`src/hw/rtl/contiguous_fit_allocator_assert.svh`:
```
// Assertion macros for the allocator; clk and rst_n are taken from the scope of use.
`ifndef CONTIGUOUS_FIT_ALLOCATOR_ASSERT_SVH
`define CONTIGUOUS_FIT_ALLOCATOR_ASSERT_SVH

// Condition that must hold at every edge outside reset.
`define CFA_ASSERT_ALWAYS(label, expr, msg) \
    label: assert property (@(posedge clk) disable iff (!rst_n) (expr)) else $error(msg);

// Condition in one cycle forces a consequence in the next.
`define CFA_ASSERT_NEXT(label, ante, cons, msg) \
    label: assert property (@(posedge clk) disable iff (!rst_n) (ante) |=> (cons)) \
        else $error(msg);

`endif

```
`src/hw/rtl/cfa_pkg.sv`:
```
package cfa_pkg;

    localparam int MAX_BLOCKS_DEF = 64;
    localparam int ADDR_BITS_DEF  = 16;

    localparam int OP_W     = 2;
    localparam int PID_W    = 16;
    localparam int REQ_W    = 17;
    localparam int STAT_W   = 2;
    localparam int START_W  = 16;
    localparam int COUNT_W  = 7;
    localparam int CFG_IDX_W  = 2;
    localparam int CFG_DATA_W = 17;

    localparam logic [CFG_DATA_W-1:0] PART_SIZE_RESET = 17'h10000;

    // operations
    localparam logic [OP_W-1:0] OP_ALLOC    = 2'd0;
    localparam logic [OP_W-1:0] OP_FREE     = 2'd1;
    localparam logic [OP_W-1:0] OP_COALESCE = 2'd2;

    // result status
    localparam logic [STAT_W-1:0] ST_OK       = 2'd0;
    localparam logic [STAT_W-1:0] ST_NO_MEM   = 2'd1;
    localparam logic [STAT_W-1:0] ST_NO_PROC  = 2'd2;
    localparam logic [STAT_W-1:0] ST_FULL     = 2'd3;

    // fit policies
    localparam logic [1:0] POL_FIRST = 2'd0;
    localparam logic [1:0] POL_BEST  = 2'd1;
    localparam logic [1:0] POL_WORST = 2'd2;
    localparam logic [1:0] POL_ALIAS = 2'd3;

    // configuration register indexes
    localparam logic [CFG_IDX_W-1:0] CFG_FIT_POLICY = 2'd0;
    localparam logic [CFG_IDX_W-1:0] CFG_PART_SIZE  = 2'd1;

    // table passes run by the datapath
    localparam int PH_W = 4;
    localparam logic [PH_W-1:0] PH_NONE  = 4'd0;
    localparam logic [PH_W-1:0] PH_INIT  = 4'd1;
    localparam logic [PH_W-1:0] PH_FSCAN = 4'd2;
    localparam logic [PH_W-1:0] PH_FREM  = 4'd3;
    localparam logic [PH_W-1:0] PH_UINS  = 4'd4;
    localparam logic [PH_W-1:0] PH_FINS  = 4'd5;
    localparam logic [PH_W-1:0] PH_UREM  = 4'd6;
    localparam logic [PH_W-1:0] PH_SLOAD = 4'd7;
    localparam logic [PH_W-1:0] PH_SDOWN = 4'd8;
    localparam logic [PH_W-1:0] PH_MLOAD = 4'd9;
    localparam logic [PH_W-1:0] PH_MERGE = 4'd10;

    typedef struct packed {
        logic [OP_W-1:0]  operation;
        logic [PID_W-1:0] process_id;
        logic [REQ_W-1:0] request_size;
    } in_item_t;

    typedef struct packed {
        logic [STAT_W-1:0]  status;
        logic [START_W-1:0] block_start;
        logic [COUNT_W-1:0] free_count;
        logic [COUNT_W-1:0] used_count;
    } out_item_t;

    typedef struct packed {
        logic [PH_W-1:0] phase;
        logic            start;
        logic            oi_init;
    } cfa_cmd_t;

    typedef struct packed {
        logic            done;
        logic            found;
        logic            req_zero;
        logic            used_full;
        logic            free_full;
        logic            has_rem;
        logic            sort_more;
        logic            fcnt_zero;
        logic [OP_W-1:0] op;
    } cfa_sts_t;

endpackage

```
`src/hw/rtl/cfa_ctrl.sv`:
```
module cfa_ctrl (
    input  logic                       clk,
    input  logic                       rst_n,
    input  logic                       init_req,
    input  logic                       in_valid,
    input  logic                       out_free,
    input  cfa_pkg::cfa_sts_t          sts,
    output cfa_pkg::cfa_cmd_t          cmd,
    output logic                       in_ready,
    output logic                       fin,
    output logic                       init_ack,
    output logic [cfa_pkg::STAT_W-1:0] stat
);
    import cfa_pkg::*;

    localparam logic [3:0] S_IDLE  = 4'd0;
    localparam logic [3:0] S_INIT  = 4'd1;
    localparam logic [3:0] S_DISP  = 4'd2;
    localparam logic [3:0] S_FSCAN = 4'd3;
    localparam logic [3:0] S_FREM  = 4'd4;
    localparam logic [3:0] S_UINS  = 4'd5;
    localparam logic [3:0] S_FINS  = 4'd6;
    localparam logic [3:0] S_UREM  = 4'd7;
    localparam logic [3:0] S_SCHK  = 4'd8;
    localparam logic [3:0] S_SLOAD = 4'd9;
    localparam logic [3:0] S_SDOWN = 4'd10;
    localparam logic [3:0] S_MLOAD = 4'd11;
    localparam logic [3:0] S_MERGE = 4'd12;
    localparam logic [3:0] S_FIN   = 4'd13;

    logic [3:0]        state_reg, state_next;
    logic              run_reg, run_next;
    logic [STAT_W-1:0] stat_reg, stat_next;
    logic [PH_W-1:0]   ph;
    logic              ph_done;

    always_comb
    begin
        case (state_reg)
            S_INIT:  ph = PH_INIT;
            S_FSCAN: ph = PH_FSCAN;
            S_FREM:  ph = PH_FREM;
            S_UINS:  ph = PH_UINS;
            S_FINS:  ph = PH_FINS;
            S_UREM:  ph = PH_UREM;
            S_SLOAD: ph = PH_SLOAD;
            S_SDOWN: ph = PH_SDOWN;
            S_MLOAD: ph = PH_MLOAD;
            S_MERGE: ph = PH_MERGE;
            default: ph = PH_NONE;
        endcase
    end

    // first cycle of a pass loads the pointers, then wait for its tail
    assign ph_done = run_reg && sts.done;

    always_comb
    begin
        state_next  = state_reg;
        stat_next   = stat_reg;
        run_next    = 1'b0;
        cmd.phase   = ph;
        cmd.start   = (ph != PH_NONE) && !run_reg;
        cmd.oi_init = 1'b0;
        in_ready    = 1'b0;
        fin         = 1'b0;
        init_ack    = 1'b0;

        if (ph != PH_NONE)
        begin
            run_next = !ph_done;
        end

        case (state_reg)
            S_IDLE:
            begin
                if (init_req)
                begin
                    state_next = S_INIT;
                end
                else
                begin
                    in_ready = 1'b1;
                    if (in_valid)
                    begin
                        state_next = S_DISP;
                    end
                end
            end
            S_INIT:
            begin
                if (ph_done)
                begin
                    init_ack   = 1'b1;
                    state_next = S_IDLE;
                end
            end
            S_DISP:
            begin
                stat_next  = ST_OK;
                state_next = S_FIN;
                case (sts.op)
                    OP_ALLOC:
                    begin
                        if (sts.req_zero)
                        begin
                            stat_next = ST_NO_MEM;
                        end
                        else if (sts.used_full)
                        begin
                            stat_next = ST_FULL;
                        end
                        else
                        begin
                            state_next = S_FSCAN;
                        end
                    end
                    OP_FREE:
                    begin
                        state_next = S_UREM;
                    end
                    OP_COALESCE:
                    begin
                        cmd.oi_init = 1'b1;
                        state_next  = S_SCHK;
                    end
                    default:
                    begin
                    end
                endcase
            end
            S_FSCAN:
            begin
                if (ph_done)
                begin
                    if (sts.found)
                    begin
                        state_next = S_FREM;
                    end
                    else
                    begin
                        stat_next  = ST_NO_MEM;
                        state_next = S_FIN;
                    end
                end
            end
            S_FREM:
            begin
                if (ph_done)
                begin
                    state_next = S_UINS;
                end
            end
            S_UINS:
            begin
                if (ph_done)
                begin
                    state_next = sts.has_rem ? S_FINS : S_FIN;
                end
            end
            S_FINS:
            begin
                if (ph_done)
                begin
                    state_next = S_FIN;
                end
            end
            S_UREM:
            begin
                if (ph_done)
                begin
                    if (!sts.found)
                    begin
                        stat_next  = ST_NO_PROC;
                        state_next = S_FIN;
                    end
                    else if (sts.free_full)
                    begin
                        stat_next  = ST_FULL;
                        state_next = S_FIN;
                    end
                    else
                    begin
                        state_next = S_FINS;
                    end
                end
            end
            S_SCHK:
            begin
                if (sts.sort_more)
                begin
                    state_next = S_SLOAD;
                end
                else if (sts.fcnt_zero)
                begin
                    state_next = S_FIN;
                end
                else
                begin
                    state_next = S_MLOAD;
                end
            end
            S_SLOAD:
            begin
                if (ph_done)
                begin
                    state_next = S_SDOWN;
                end
            end
            S_SDOWN:
            begin
                if (ph_done)
                begin
                    state_next = S_SCHK;
                end
            end
            S_MLOAD:
            begin
                if (ph_done)
                begin
                    state_next = S_MERGE;
                end
            end
            S_MERGE:
            begin
                if (ph_done)
                begin
                    state_next = S_FIN;
                end
            end
            S_FIN:
            begin
                if (out_free)
                begin
                    fin        = 1'b1;
                    state_next = S_IDLE;
                end
            end
            default:
            begin
                state_next = S_IDLE;
            end
        endcase
    end

    always_ff @(posedge clk or negedge rst_n)
    begin
        if (!rst_n)
        begin
            state_reg <= S_IDLE;
            run_reg   <= 1'b0;
            stat_reg  <= ST_OK;
        end
        else
        begin
            state_reg <= state_next;
            run_reg   <= run_next;
            stat_reg  <= stat_next;
        end
    end

    assign stat = stat_reg;

endmodule
```
`config.mk`:
```
export PLATFORM = sky130hd
export DESIGN_NAME = cfa_ctrl
export DESIGN_NICKNAME = d
export VERILOG_FILES = /design/src/hw/rtl/contiguous_fit_allocator_assert.svh /design/src/hw/rtl/cfa_pkg.sv /design/src/hw/rtl/cfa_ctrl.sv
export SDC_FILE = /design/constraint.sdc
export NUM_CORES = 1
export LEC_CHECK = 0
export ABC_AREA = 1
export BUFFER_PORTS_ARGS = -buffer_cell sky130_fd_sc_hd__buf_4
export CAP_MARGIN = 20
export CORE_UTILIZATION = 46
export DETAILED_ROUTE_END_ITERATION = 12
export GPL_TIMING_DRIVEN = 0
export PLACE_DENSITY_LB_ADDON = 0.12
export SKIP_LAST_GASP = 1
export SLEW_MARGIN = 30
export SYNTH_ARGS = -nofsm -noshare
export SYNTH_HDL_FRONTEND = slang
export SYNTH_SLANG_ARGS = --single-unit
```
`constraint.sdc`:
```
create_clock -name clk -period 1.7 [get_ports clk]
set_clock_uncertainty 0.1 [all_clocks]
set_input_delay 0.34 -clock clk [delete_from_list [all_inputs] [get_ports clk]]
set_output_delay 0.34 -clock clk [all_outputs]
set_load 0.05 [all_outputs]
```
==> impl_metrics.csv <==
group,metric,value,unit
critical_path,required,1.26,ns
cells_and_area,area_delta_synth_final,88.6,%
route,wirelength,5290,um
timing,report.final.slew_viol_count,0,
global_route,track_usage,0.445,
timing,max_freq,0.463,GHz
power,powerDensity,2360,mW/mm^2
global_route,grt_pass1_wl,6350,um
critical_path,crit_path_start_kind,"flop",
cells_and_area,n_fill_cell,63,
clock_network,cts_tree,"yes",
critical_path,critPathMaxFanout,4,
timing,slew-limit-headroom,0.716,
synth,yosysUniqueCellTypes,21,
cells_and_area,antenna_cells,0,
synth,synth_top_area_frac,0.202,
synth,yosysTopAreaCell,"dfrtp_1",
die,dieArea,0.00207,mm^2
synth,synthCells,143,
clock_network,clockBufferDepth,2,
critical_path,arrival,1.72,ns
clock_network,insertion_delay,0.27,ns
route,vias,1534,
outcome,violations,"setup timing",
timing,rsz0062_at_grt,"true",
die,fp-row-count,15,
clock_network,numCtsBuffers,3,
synth,synth_area,868,um^2
critical_path,end_kind,"output pin",
global_route,grt_overflow_total,0,
timing,setup_viol,15,
synth,synth_nets,163,
route,drt-initial-drc-count,147,
synth,syn_area_per_cell,6.07,um^2
clock_network,clkSinkCount,7,
power,power.switching,2.24,mW
power,p_int,1.62,mW
placement,gp_congestion,0.892,
route,via_per_inst,6.79,
die,die_x,45.4,um
cells_and_area,nNetsFinal,222,
timing,hold_viol_final,0,
cells_and_area,drive_gt1_frac,0.532,
hold_path,min_path_type,"in2async",
die,pin_count,26,
timing,finalWorstSetupSlack,-0.462,ns
timing,post-route-period-util,1.27,
power,leakagePower,0.835,nW
die,core_area,0.00175,mm^2
timing,fin_crit,2.16,ns
global_route,grt_pass1_vias,1298,
power,seqPwrFrac,0.094,
cells_and_area,largest_register_ffs,4,
placement,dp_hpwl,1790,um
critical_path,critical_path_class,"reg2out",
clock_network,path_clk_slew,0.07,ns
cells_and_area,final_cell_mix,"39 x buf_4, 35 x nand2_1, 18 x nor2_1",
timing,hold_ws,0.348,ns
power,pwr-share-clk,0.045,
synth,synth_seq_area_share,0.202,
route,drc,0,
global_route,grt_max_degree,11,
clock_network,cts-htree-levels,1,
placement,portBuffers,25,
synth,ys_warn_count,0,
clock_network,clock-root-buffer,"clkbuf_4",
route,ant_nets,0,
die,die_h,45.4,um
global_route,antenna_found_initial,0,
timing,fin_setup_tns,-5.03,ns
synth,synth_area_leaders,"dfrtp_1 20%, nand2_1 18%, nor2_1 10%",
route,avgRoutedWirePerCell,23.4,um
power,pwr-share-comb,0.861,
cells_and_area,mostFrequentLayoutCell,"buf_4",
synth,synth-seq-cells,7,
die,initial_core_util,0.497,
route,first_pass_iters,7,
outcome,status,"complete, but fails checks",
power,ir_drop,1.45,mV
timing,worst_pin_slew,0.426,ns
power,p_sw_frac,0.580,
job,drv_cap,0,
==> cell type report <==
type                    count  area [um^2]  share of cell area
inverters                  20         85.1              0.0519
plain buffers               2         22.5              0.0138
flip-flops and latches      7          179               0.109
repair buffers             54          480               0.293
clock buffers               4         26.3              0.0160
well taps                  25         31.3              0.0191
multi-input cells         114          813               0.497
==> synth_stat cells, drive strengths merged <==
cell / n
nor3: 3
ha: 5
buf: 2
nand2: 45
o221ai: 1
inv: 20
o21ai: 6
a22oi: 1
a21oi: 4
dfrtp: 7
o2111ai: 1
nand3: 18
nor2: 28
nand4: 2
==> worst max-delay path, stage by stage, from the launching register on <==
cell and delay, ns:
dfrtp_2 0.46, inv_4 0.13, ha_4 0.19, nand3_4 0.10, buf_6 0.14, o2111ai_4 0.11, nor2_4 0.07, nor2_4 0.09
buf_6 0.16
==> kinds of logic after synthesis <==
family | synth area share
buf+inv | 0.112
simple gates | 0.503
flops | 0.202
fa+ha+maj | 0.0720
compound gates | 0.111
==> metal layers <==
metal / up-vias / part of all wire / global-route usage
met5: - / 0 / 0
met4: 0 / 0.086 / 0.194
met3: 72 / 0.16 / 0.143
met2: 203 / 0.43 / 0.726
met1: 684 / 0.32 / 0.532
li1: 575 / - / -
==> path summary, 6_finish.rpt <==
path	slack (ns)	cells after the start	start	endpoint
worst max-delay path	-0.46	8	state_reg[1]	cmd[1]
worst min-delay path	0.35	2	rst_n	run_reg
worst max register to register	-0.42	12	state_reg[1]	state_reg[1]
worst min register to register	0.47	2	stat[1]	stat[1]
max in group asynchronous	0.99	2	rst_n	state_reg[1]
min in group clk	0.35	4	sts[8]	stat[1]
==> power by group through the flow <==
stage                     Clock, mW  Combinational [mW]  Sequential, mW
after global routing          0.181                3.43           0.355
after CTS                     0.160                2.79           0.336
final                         0.174                3.32           0.363
after global placement            0                1.95           0.336
after detailed placement          0                1.98           0.335
after floorplan                   0                1.50           0.379
==> per-stage QoR <==
stage	setup slack, ns	std cells	utilization	cell area [um^2]	total power, mW
after global placement	-0.292	193	0.674	1180	2.29
after detailed placement	-0.310	193	0.674	1180	2.31
after global routing	-0.503	226	0.938	1640	3.97
after CTS	-0.363	223	0.913	1590	3.28
final	-0.462	226	0.938	1640	3.86
after floorplan	-0.307	143	-	957	1.88
==> repair_timing <==
action                                 in CTS  in global routing
hold buffers                                1                  0
endpoints found under the hold margin       7                  0
setup buffers                              25                  3
pin swaps                                  17                  4
resized for setup                          45                  5
setup endpoints to repair                  15                 15
cloned                                      0                  0
(Power assumes the default switching activity.)
